[src/sv/checkerboard_swap_engine_core_assert.svh]
// Assertion macros for the checkerboard swap engine.
// No dependencies; included by the top level.
`ifndef CHECKERBOARD_SWAP_ENGINE_CORE_ASSERT_SVH
`define CHECKERBOARD_SWAP_ENGINE_CORE_ASSERT_SVH

// same-cycle implication, disabled during reset
`define CSE_ASSERT_IMP(lbl, clk, rst, ante, cons, msg) \
   lbl: assert property (@(posedge clk) disable iff (rst) (ante) |-> (cons)) \
      else $error(msg);

// next-cycle implication, disabled during reset
`define CSE_ASSERT_NXT(lbl, clk, rst, ante, cons, msg) \
   lbl: assert property (@(posedge clk) disable iff (rst) (ante) |=> (cons)) \
      else $error(msg);

`endif

[src/sv/cse_pkg.sv]
// Package for the checkerboard swap engine: sizes, codes and beat types.
// No dependencies; imported by every module of the block.
`timescale 1ns / 1ps
`default_nettype none

package cse_pkg;

   // matrix geometry and value format
   localparam int MAX_ROWS      = 64;
   localparam int MAX_COLS      = 64;
   localparam int VALUE_BITS    = 16;
   localparam int ROW_BITS      = 6;
   localparam int COL_BITS      = 6;
   localparam int ADDR_BITS     = ROW_BITS + COL_BITS;
   localparam int STORE_DEPTH   = MAX_ROWS * MAX_COLS;
   localparam int COUNT_BITS    = 20;
   localparam int USE_BITS      = 7;
   localparam int CSR_IDX_BITS  = 2;
   localparam int CSR_DATA_BITS = 20;

   // request codes
   localparam logic [1:0] REQ_LOAD  = 2'd0;
   localparam logic [1:0] REQ_SWAP  = 2'd1;
   localparam logic [1:0] REQ_READ  = 2'd2;
   localparam logic [1:0] REQ_CLEAR = 2'd3;

   // register indexes
   localparam logic [CSR_IDX_BITS-1:0] CSR_SWAP_MODE      = 2'd0;
   localparam logic [CSR_IDX_BITS-1:0] CSR_INTERVAL_COUNT = 2'd1;
   localparam logic [CSR_IDX_BITS-1:0] CSR_ROWS_IN_USE    = 2'd2;
   localparam logic [CSR_IDX_BITS-1:0] CSR_COLS_IN_USE    = 2'd3;

   typedef struct packed {
      logic [1:0]          req_type;
      logic [ROW_BITS-1:0] row_first;
      logic [ROW_BITS-1:0] row_second;
      logic [COL_BITS-1:0] col_first;
      logic [COL_BITS-1:0] col_second;
      logic [15:0]         cell_value;
   } req_beat_type;

   typedef struct packed {
      logic [15:0]           read_value;
      logic                  swapped;
      logic                  rejected;
      logic                  done_res;
      logic [COUNT_BITS-1:0] counted;
   } rsp_beat_type;

   // controller to datapath
   typedef struct packed {
      logic       latch;      // capture the accepted request
      logic       rd_en;      // read cell at idx
      logic       cap_en;     // capture read data into cell slot cap_idx
      logic [1:0] idx;        // cell slot: 0 ik, 1 il, 2 jk, 3 jl
      logic [1:0] cap_idx;
      logic       mem_we;     // write cell at idx
      logic       wr_load;    // write data from request, else swapped partner
      logic       clr_cnt;
      logic       cnt_trial;  // accepted attempt without swap
      logic       cnt_swap;   // successful swap
      logic       respond;
      logic       rsp_rej;
      logic       rsp_sw;
      logic       rsp_rd;     // read_value from read data register
   } cse_cmd_type;

   // datapath to controller
   typedef struct packed {
      logic cell_ok;     // row_first/col_first in range
      logic attempt_ok;  // all four indices in range, rows distinct and columns distinct
      logic not_done;    // counter below interval
      logic board_hit;   // captured 2x2 is a checkerboard
   } cse_status_type;

endpackage

`default_nettype wire

[src/sv/cse_ctrl.sv]
// Controller of the checkerboard swap engine: sequences decode, cell reads,
// checkerboard evaluation, write-back and the result. Uses cse_pkg.
`timescale 1ns / 1ps
`default_nettype none

module cse_ctrl (
   input  wire logic                    clock,
   input  wire logic                    reset,
   input  wire logic                    start,
   input  wire logic [1:0]              req_type,
   input  wire cse_pkg::cse_status_type status,
   output logic                         busy,
   output cse_pkg::cse_cmd_type         cmd
);
   import cse_pkg::*;

   localparam logic [2:0] ST_IDLE   = 3'd0;
   localparam logic [2:0] ST_DECODE = 3'd1;
   localparam logic [2:0] ST_RD     = 3'd2;
   localparam logic [2:0] ST_CAP    = 3'd3;
   localparam logic [2:0] ST_EVAL   = 3'd4;
   localparam logic [2:0] ST_WR     = 3'd5;
   localparam logic [2:0] ST_RESP   = 3'd6;

   logic [2:0] state_ff, state_in;
   logic [1:0] type_ff, type_in;
   logic [1:0] idx_ff, idx_in;
   logic [1:0] last_idx;
   logic       is_read;

   assign is_read  = type_ff == REQ_READ;
   assign last_idx = is_read ? 2'd0 : 2'd3;

   // next state and commands
   always_comb begin
      state_in = state_ff;
      type_in  = type_ff;
      idx_in   = idx_ff;
      cmd      = '0;
      cmd.idx  = idx_ff;
      unique case (state_ff)
         ST_IDLE: begin
            if (start) begin
               cmd.latch = 1'b1;
               type_in   = req_type;
               state_in  = ST_DECODE;
            end
         end
         ST_DECODE: begin
            idx_in  = 2'd0;
            cmd.idx = 2'd0;
            unique case (type_ff)
               REQ_LOAD: begin
                  cmd.mem_we  = status.cell_ok;
                  cmd.wr_load = 1'b1;
                  cmd.respond = 1'b1;
                  cmd.rsp_rej = !status.cell_ok;
                  state_in    = ST_IDLE;
               end
               REQ_CLEAR: begin
                  cmd.clr_cnt = 1'b1;
                  cmd.respond = 1'b1;
                  state_in    = ST_IDLE;
               end
               REQ_READ: begin
                  if (status.cell_ok) begin
                     state_in = ST_RD;
                  end else begin
                     cmd.respond = 1'b1;
                     cmd.rsp_rej = 1'b1;
                     state_in    = ST_IDLE;
                  end
               end
               default: begin
                  // swap attempt; ignored entirely once done
                  if (!status.not_done) begin
                     cmd.respond = 1'b1;
                     state_in    = ST_IDLE;
                  end else if (!status.attempt_ok) begin
                     cmd.respond = 1'b1;
                     cmd.rsp_rej = 1'b1;
                     state_in    = ST_IDLE;
                  end else begin
                     state_in = ST_RD;
                  end
               end
            endcase
         end
         ST_RD: begin
            cmd.rd_en   = 1'b1;
            cmd.cap_en  = idx_ff != 2'd0;
            cmd.cap_idx = idx_ff - 2'd1;
            if (idx_ff == last_idx) state_in = ST_CAP;
            else                    idx_in   = idx_ff + 2'd1;
         end
         ST_CAP: begin
            if (is_read) begin
               cmd.respond = 1'b1;
               cmd.rsp_rd  = 1'b1;
               state_in    = ST_IDLE;
            end else begin
               cmd.cap_en  = 1'b1;
               cmd.cap_idx = 2'd3;
               state_in    = ST_EVAL;
            end
         end
         ST_EVAL: begin
            idx_in = 2'd0;
            if (status.board_hit) begin
               state_in = ST_WR;
            end else begin
               cmd.cnt_trial = 1'b1;
               cmd.respond   = 1'b1;
               state_in      = ST_IDLE;
            end
         end
         ST_WR: begin
            cmd.mem_we = 1'b1;
            if (idx_ff == 2'd3) state_in = ST_RESP;
            else                idx_in   = idx_ff + 2'd1;
         end
         ST_RESP: begin
            cmd.cnt_swap = 1'b1;
            cmd.respond  = 1'b1;
            cmd.rsp_sw   = 1'b1;
            state_in     = ST_IDLE;
         end
         default: state_in = ST_IDLE;
      endcase
   end

   always_ff @(posedge clock) begin
      if (reset) begin
         state_ff <= ST_IDLE;
         type_ff  <= REQ_LOAD;
         idx_ff   <= 2'd0;
      end else begin
         state_ff <= state_in;
         type_ff  <= type_in;
         idx_ff   <= idx_in;
      end
   end

   assign busy = state_ff != ST_IDLE;

endmodule

`default_nettype wire

[config.mk]
export PLATFORM = sky130hd
export DESIGN_NAME = cse_ctrl
export DESIGN_NICKNAME = d
export VERILOG_FILES = /design/src/sv/checkerboard_swap_engine_core_assert.svh /design/src/sv/cse_pkg.sv /design/src/sv/cse_ctrl.sv
export SDC_FILE = /design/constraint.sdc
export NUM_CORES = 1
export LEC_CHECK = 0
export ABC_CLOCK_PERIOD_IN_PS = 1500
export BUFFER_PORTS_ARGS = -buffer_cell sky130_fd_sc_hd__buf_2
export CORE_MARGIN = 2
export CORE_UTILIZATION = 40
export DETAILED_ROUTE_END_ITERATION = 8
export PLACE_DENSITY = 0.68
export SYNTH_ARGS = -nofsm -noshare
export SYNTH_HDL_FRONTEND = slang
export SYNTH_SLANG_ARGS = --single-unit
[constraint.sdc]
create_clock -name clock -period 1.5 [get_ports clock]
set_input_delay 0.15 -clock clock [delete_from_list [all_inputs] [get_ports clock]]
set_output_delay 0.15 -clock clock [all_outputs]
set_load 0.02 [all_outputs]
After elaboration in Yosys (flattened, before gate mapping) --
Cells that the tools add are included.
Word-level totals: register bits after elaboration 7, output and inout port bits 17, bits of input ports 9, word-level logic and storage cells 69
Operators by class: $add $sub $neg 2, equal/unequal tests 15, muxes and demuxes 38, reductions and logical operators 11
Operators with widths (number):
- $mux W2 | 10
- $mux W3 | 6
- $pmux W3 S6 | 1
- $mux W1 | 13
- $ne A2 B2 Y1 const B | 5
- $eq A3 B3 Y1 const B | 3
- $eq A2 B2 Y1 const B | 3
- $eq A3 B2 Y1 const B | 2
- $pmux W1 S2 | 3
- $pmux W2 S3 | 1
- $pmux W3 S2 | 1
- $reduce_and A3 Y1 | 2
- $reduce_bool A3 Y1 | 2
- $pmux W1 S4 | 1
- $pmux W2 S2 | 1
- $reduce_or A2 Y1 | 2
- $eq A3 B1 Y1 const B | 1
- $logic_not A3 Y1 | 1
- $pmux W1 S3 | 1
- $add A2 B1 Y2 const B | 1
- $eq A2 B2 Y1 | 1
- $logic_not A2 Y1 | 1
- $reduce_and A2 Y1 | 1
- $reduce_bool A2 Y1 | 1
- 2 further kinds | 2

Logic depth before layout (Yosys ltp) --
Gate-level depths: netlist of the first run.
word-level depth 5, depth in mapped cells 6

Worst setup path after synthesis of the first run --
OpenSTA, ideal clock, no wires.
path kind reg2out, from register state_ff[2], to output cmd[5] (netlist bit), path slack -12 ps, arrival time 1362 ps, path buffers 1, cell stages (with the launch flop) 3, required time 1350 ps, path through dfxtp_1 > buf_2 > nor4b_1
RTL lines:
- start: declaration | RTL line cse_ctrl.sv:25 | logic [2:0] state_ff, state_in;
- start signal: assignment | RTL line cse_ctrl.sv:138 | state_ff <= state_in;
- end: declaration | RTL line cse_ctrl.sv:13 | output cse_pkg::cse_cmd_type cmd

==> results of run 1 <==
==> worst max-delay path: stages, from the launching register on <==
cell and delay, ns:
dfxtp_4 0.37, inv_4 0.05, ha_4 0.18, and3_1 0.19
a311o_1 0.28, buf_6 0.13
==> logic make-up (layout without fill, tap and decap cells) <==
| group | Yosys count | in the layout | synth area share [%] |
|---|---|---|---|
| AO/OA/AOI/OAI | 21 | 21 | 21.1 |
| XOR/XNOR | 1 | 1 | 1.33 |
| adder cells (fa/ha/maj) | 6 | 6 | 11.4 |
| buffers and inverters | 14 | 48 | 10.1 |
| flip-flops | 7 | 7 | 21.3 |
| multiplexers | 2 | 2 | 3.05 |
| AND/OR/NAND/NOR | 37 | 37 | 31.6 |
==> cells in the final DEF (no fill, tap or decap), types with 2 or more instances in the layout <==
cell type	count
buf_2	20
nor2_1	11
buf_4	10
inv_1	6
nand2_1	6
a21oi_1	5
buf_6	4
and3_1	3
inv_4	3
a21oi_2	3
o211ai_1	3
a31oi_1	3
ha_4	3
ha_1	3
clkbuf_4	3
dfxtp_2	3
dfxtp_4	3
nand3_1	2
and2_1	2
nor3_1	2
o21ai_0	2
mux2i_1	2
==> power by group through the flow <==
stage	registers [mW]	clock network, mW	logic [mW]
final	0.208	0.162	0.195
after CTS	0.209	0.171	0.177
after global placement	0.209	0	0.157
after floorplan	0.208	0	0.109
after global routing	0.210	0.180	0.214
after detailed placement	0.209	0	0.160
==> layout make-up <==
type                            instances  area share (%)
Multi-Input combinational cell         67            53.3
Clock buffer                            4            2.63
Sequential cell                         7            15.5
Inverter                               10            4.51
Timing Repair Buffer                   34            22.1
Tap cell                               16            2.01
==> path summary, 6_finish.rpt <==
| path | slack (ns) | to | cells past startpoint | from |
|---|---|---|---|---|
| setup / recovery | -0.11 | cmd[3] | 5 | type_ff[0]$_SDFFE_PP0P_ |
| hold / removal | 0.13 | type_ff[1]$_SDFFE_PP0P_ | 3 | req_type[1] |
| setup reg to reg | 0.11 | idx_ff[1]$_SDFFE_PP0P_ | 6 | type_ff[0]$_SDFFE_PP0P_ |
| hold reg to reg | 0.51 | idx_ff[0]$_SDFFE_PP0P_ | 2 | idx_ff[0]$_SDFFE_PP0P_ |
==> what timing repair did <==
| item | CTS | global route |
|---|---|---|
| gates resized for setup | 24 | 16 |
| setup buffers | 0 | 3 |
| endpoints found under the setup margin | 9 | 12 |
| pin swaps | 3 | 2 |
==> per-stage QoR <==
| step | cells | hold WS, ns |
|---|---|---|
| after detailed placement | 131 | 0.385 |
| after global routing | 138 | 0.150 |
| after floorplan | 88 | 0.219 |
| final | 138 | 0.132 |
| after global placement | 131 | 0.379 |
| after CTS | 135 | 0.126 |
==> metal layers <==
layer	GRT usage (%)	part of all wire [%]	up-vias
met5	0	0	-
met4	7.27	0	0
met3	1.22	3.0	0
met2	29.6	50	13
met1	24.9	47	318
li1	-	-	372
==> flip-flops by register name, summed over array words and instances, names as in the netlist <==
| register | flops |
|---|---|
| idx_ff | 2 |
| state_ff | 3 |
| type_ff | 2 |
==> summary.md, run 1 <==
| Metric | Value |
|---|---|
| Status | complete, but fails checks |
| Failing checks | negative setup slack |
| Pwr Density | 567 nW/um^2 |
| Clock sinks | 7 |
| Post-Synthesis Cells | 88 |
| DIE HEIGHT | 44.5 microns |
| Latest clock arrival within the worst-skew pair | 0.24 ns |
| Final wirelength | 1710 microns |
| Post-layout minimum cycle time | 1.61 ns |
| Final worst-path cycle share | 107% |
| Ranking of synthesized cells by area | dfxtp_1 (21%), ha_1 (11%), nor2_1 (6.3%) |
| Final Hold Viols | 0 |
| Overall routing resource usage | 18.3% |
| Iter 0 DRT Violations | 7 |
| Reg area | 155 sq um |
| Synthesized area per cell | 7.46 sq um |
| First-pass GRT wire length | 2690 microns |
| Largest net degree at the start of global routing | 14 |
| Post-Syn Nets | 103 |
| Data arrival time of the critical path | 1.46 ns |
| DRC Markers | 0 |
| Flops & latches, synth | 7 |
| Max cap viols | 0 |
| Setup WS post-layout | -0.110 ns |
| Worst-path clk slew | 0.05 ns |
| Multi-input gate area | 532 sq um |
| CP required | 1.35 ns |
| Post-placement cell area | 825 sq um |
| Psw | 181 uW |
| Slew @ Worst Pin | 0.309 ns |
| Final Util | 65.5% |
| Post-DRT Antenna Nets | 0 |
| Yosys top cell area share | 21.3% |
| Rows | 14 |
| Part of the power in registers | 36.8% |
| Pins Over Slew Limit | 0 |
| Placer Congestion | 0.802 |
| Die Area | 1980 sq um |
| Dpl hpwl | 1240 microns |
| Hold Path Class | input pin to flip-flop |
| Worst vdd ir | 0.453 mV |
| Number of enable flip-flop cells after synthesis | 0 |
| Max Root-Sink Buffers | 2 |
| Synth warn | 0 |
| Setup_tns | -0.404 ns |
| Switching Fraction | 32.0% |
| Fill cell count | 139 |
| Setup Viol. Count Final | 5 |
| Htree depth | 1 |
| IO Count | 26 |
| Synth Cell Area | 657 sq um |
| Synth-to-layout area growth | 52.0% |
| Drt pass-1 iters | 4 |
| Post-synthesis sequential area ratio | 21.3% |
| Synth async-reset ratio | 0% |
| Core area | 1520 sq um |
| Power share of the combinational group | 34.5% |
| Int Power | 385 uW |
| Pre-CTS WS | 0.00413 ns |
| Via Count | 703 |
| Initial core utilization | 43.1% |
| Nets@finish | 138 |
| Initial antenna violation count | 0 |
| Wire per inst | 12.4 microns |
| Setup Skew | 0.00214 ns |
| N_diodes | 0 |
| Slew headroom | 79.3% |
| Crit. End Element | output port |
| Netlist cell types | 31 |
| Port buffer count | 25 |
| Yosys top cell by area | dfxtp_1 |
| Startpoint types | flip-flop |
| Total CTS buffers | 3 |
| Total power | 566 uW |
| Critical path type | flip-flop to output port |
| Vias per cell | 5.09 |
| Post-route cell area | 998 sq um |
| Main flop type after synthesis | dfxtp_1 |
| Layout cell share with drive strength beyond 1 | 50.0% |
| Hold buffers post-CTS | 0 |
| Clk network pwr share | 28.7% |
| TritonCTS clock tree | done |
| Leak | 0.474 nW |
| Vias in the first global route | 635 |
| CP max FO | 6 |
| Die Wd | 44.5 microns |
| Gr ovfl total | 0 |
| Top-count cell post-synth | nor2_1 |
| Top post-synthesis cells by count | nor2_1 (11), inv_1 (10), a21oi_1 (8) |
| Root Buffer | clkbuf_4 |
| RSZ-0062 raised after global routing | true |
| Max Clk Rate | 621 MHz |
Power figures use the tool's default switching activity.
==> run 2: changes to the inputs <==
Settings changed: ABC_CLOCK_PERIOD_IN_PS 1500 to 2050, CAP_MARGIN set to 0.
Clock period 1.5 ns to 2.05 ns, I/O delays scaled along.
==> run 2 against run 1 <==
Against the previous run:
- critical path type unchanged
- routed wire length shrank 16%
- highest routed layer is now met4
- critical path depth shrank 1
- the run now ends clean
- sequential share of layout area grew 1.7 points
- largest power group unchanged
- global-route usage shrank 2.0 points
==> summary.md, run 2 (synthesized netlist as in run 1, its figures left out) <==
| Metric | Value |
|---|---|
| Post-CTS setup buffers | 0 (unchanged) |
| N_diodes | 0 (unchanged) |
| Total CTS buffers | 3 (unchanged) |
| First-pass GRT wire length | 2440 microns (was 2690 microns) |
| Pwr Density | 465 nW/um^2 (was 567 nW/um^2) |
| Initial core utilization | 43.1% (unchanged) |
| Vias per cell | 5.19 (was 5.09) |
| CP required | 1.85 ns (was 1.35 ns) |
| Vias in the first global route | 603 (was 635) |
| Hold Path Class | input pin to flip-flop (unchanged) |
| Largest net degree at the start of global routing | 13 (was 14) |
| Final worst-path cycle share | 90.2% |
| Post-DRT Antenna Nets | 0 (unchanged) |
| Slew headroom | 70.8% (was 79.3%) |
| Post-layout minimum cycle time | 1.85 ns |
| Drt pass-1 iters | 4 (unchanged) |
| Die Area | 1980 sq um (unchanged) |
| Commonest non-fill, non-tap cell in the layout | buf_2 (unchanged) |
| TritonCTS clock tree | done (unchanged) |
| Max Clk Rate | 541 MHz |
| Gr ovfl total | 0 (unchanged) |
| Pins Over Slew Limit | 0 (unchanged) |
| Clock sinks | 7 (unchanged) |
| Largest registers | state_ff x3, idx_ff x2, type_ff x2 (unchanged) |
| Iter 0 DRT Violations | 11 (was 7) |
| Final Hold Viols | 0 (unchanged) |
| Crit-path cells | nor2b_1, o21ai_0, a21oi_1, buf_2 (was inv_4, ha_4, and3_1, a311o_1, buf_6) |
| Setup Skew | 0.00168 ns (was 0.00214 ns) |
| Slowest stage delay, CP | 0.58 ns (was 0.37 ns) |
| Max cap viols | 0 (unchanged) |
| DIE HEIGHT | 44.5 microns (unchanged) |
| Data arrival time of the critical path | 1.64 ns (was 1.46 ns) |
| Hold buffers post-CTS | 0 (unchanged) |
| Fin cells | 131 (was 138) |
| Port buffer count | 25 (unchanged) |
| Critical path type | flip-flop to output port (unchanged) |
| Rows | 14 (unchanged) |
| Fill cell count | 161 (was 139) |
| Max FFs per register | 3 (unchanged) |
| Overall routing resource usage | 16.3% (was 18.3%) |
| IO Count | 26 (unchanged) |
| Most frequent cells in the layout | buf_2 (25), nor2_1 (11), inv_1 (10), a21oi_1 (8), dfxtp_1 (7) (was buf_2 (20), nor2_1 (11), buf_4 (10), inv_1 (6), nand2_1 (6)) |
| Worst-path clk slew | 0.05 ns (about the same) |
| Final wirelength | 1440 microns (was 1710 microns) |
| Worst path slowest cell | dfxtp_1 (was dfxtp_4) |
| Core area | 1520 sq um (unchanged) |
| Via Count | 680 (was 703) |
| Wire per inst | 11.0 microns (was 12.4 microns) |
| Most flops, register | state_ff (unchanged) |
| Max Root-Sink Buffers | 2 (unchanged) |
| Status | completed (was complete, but fails checks) |
| Htree depth | 1 (unchanged) |
| CP max FO | 12 (was 6) |
| DP Cell Count | 127 (was 131) |
| Worst vdd ir | 0.316 mV (was 0.453 mV) |
| Placer Congestion | 0.805 (was 0.802) |
| Layout cell share with drive strength beyond 1 | 29.6% (was 50.0%) |
| Latest clock arrival within the worst-skew pair | 0.24 ns (about the same) |
| DRC Markers | 0 (unchanged) |
| RSZ-0062 raised after global routing | false (was true) |
| Die Wd | 44.5 microns (unchanged) |
| Slew @ Worst Pin | 0.437 ns (was 0.309 ns) |
| Root Buffer | clkbuf_4 (unchanged) |
| Initial antenna violation count | 0 (unchanged) |
| Setup_tns | 0 ns (was -0.404 ns) |
| Total power | 379 uW (was 566 uW) |
| Setup Viol. Count Final | 0 (was 5) |
| CTS-repair resized insts | 0 (was 24) |
| Nets@finish | 131 (was 138) |
| Crit. End Element | output port (unchanged) |
| Leak | 0.429 nW (was 0.474 nW) |
| Dpl hpwl | 1200 microns (was 1240 microns) |
| Synth-to-layout area growth | 24.0% (was 52.0%) |
| Startpoint types | flip-flop (unchanged) |
## run 2: per-layer routing
metal	track usage, %	vias up	wire length [microns]
met3	1.63	2	65
met2	28.4	17	712
li1	-	358	-
met5	0	-	0
met4	7.27	0	18
met1	19.8	303	647
## run 2: worst max-delay path: cells and delay by family (launching register included)
family | cells | cell delay, ns
compound gates | 2 | 0.35
buf+inv | 1 | 0.18
flops | 1 | 0.58
simple gates | 1 | 0.28
## run 2: area by class of cell
class	count	area, sq um	area share [%]
clock buffer	4	26.3	3.23
inverter	10	37.5	4.61
multi-input combinational	67	450	55.3
sequential	7	140	17.2
tap	16	20.0	2.46
timing repair buffer	27	140	17.2
## run 2: metrics by stage
stage	area, sq um	utilization (%)	hold WS (ns)	setup WS, ns
detailed placement	788	51.7	0.443	0.479
global placement	788	51.7	0.438	0.479
CTS	815	53.4	0.188	0.203
floorplan	657	-	0.274	0.483
global route	815	53.4	0.199	0.0462
finish	815	53.4	0.191	0.200
## run 2: final timing paths
check / startpoint / endpoint / slack [ns] / cells after the start
worst max register to register: type_ff[0]$_SDFFE_PP0P_ / idx_ff[1]$_SDFFE_PP0P_ / 0.58 / 6
worst min register to register: idx_ff[1]$_SDFFE_PP0P_ / idx_ff[1]$_SDFFE_PP0P_ / 0.54 / 2
worst max-delay path: state_ff[1]$_SDFFE_PP0P_ / cmd[13] / 0.20 / 4
worst min-delay path: req_type[0] / type_ff[0]$_SDFFE_PP0P_ / 0.19 / 3
## run 2: report_power, final
| part | leakage [nW] | internal (mW) | switching (mW) |
|---|---|---|---|
| Clock | 0.0150 | 0.0739 | 0.0443 |
| Sequential | 0.0571 | 0.143 | 0.00922 |
| Combinational | 0.357 | 0.0456 | 0.0630 |
| Total | 0.429 | 0.263 | 0.116 |
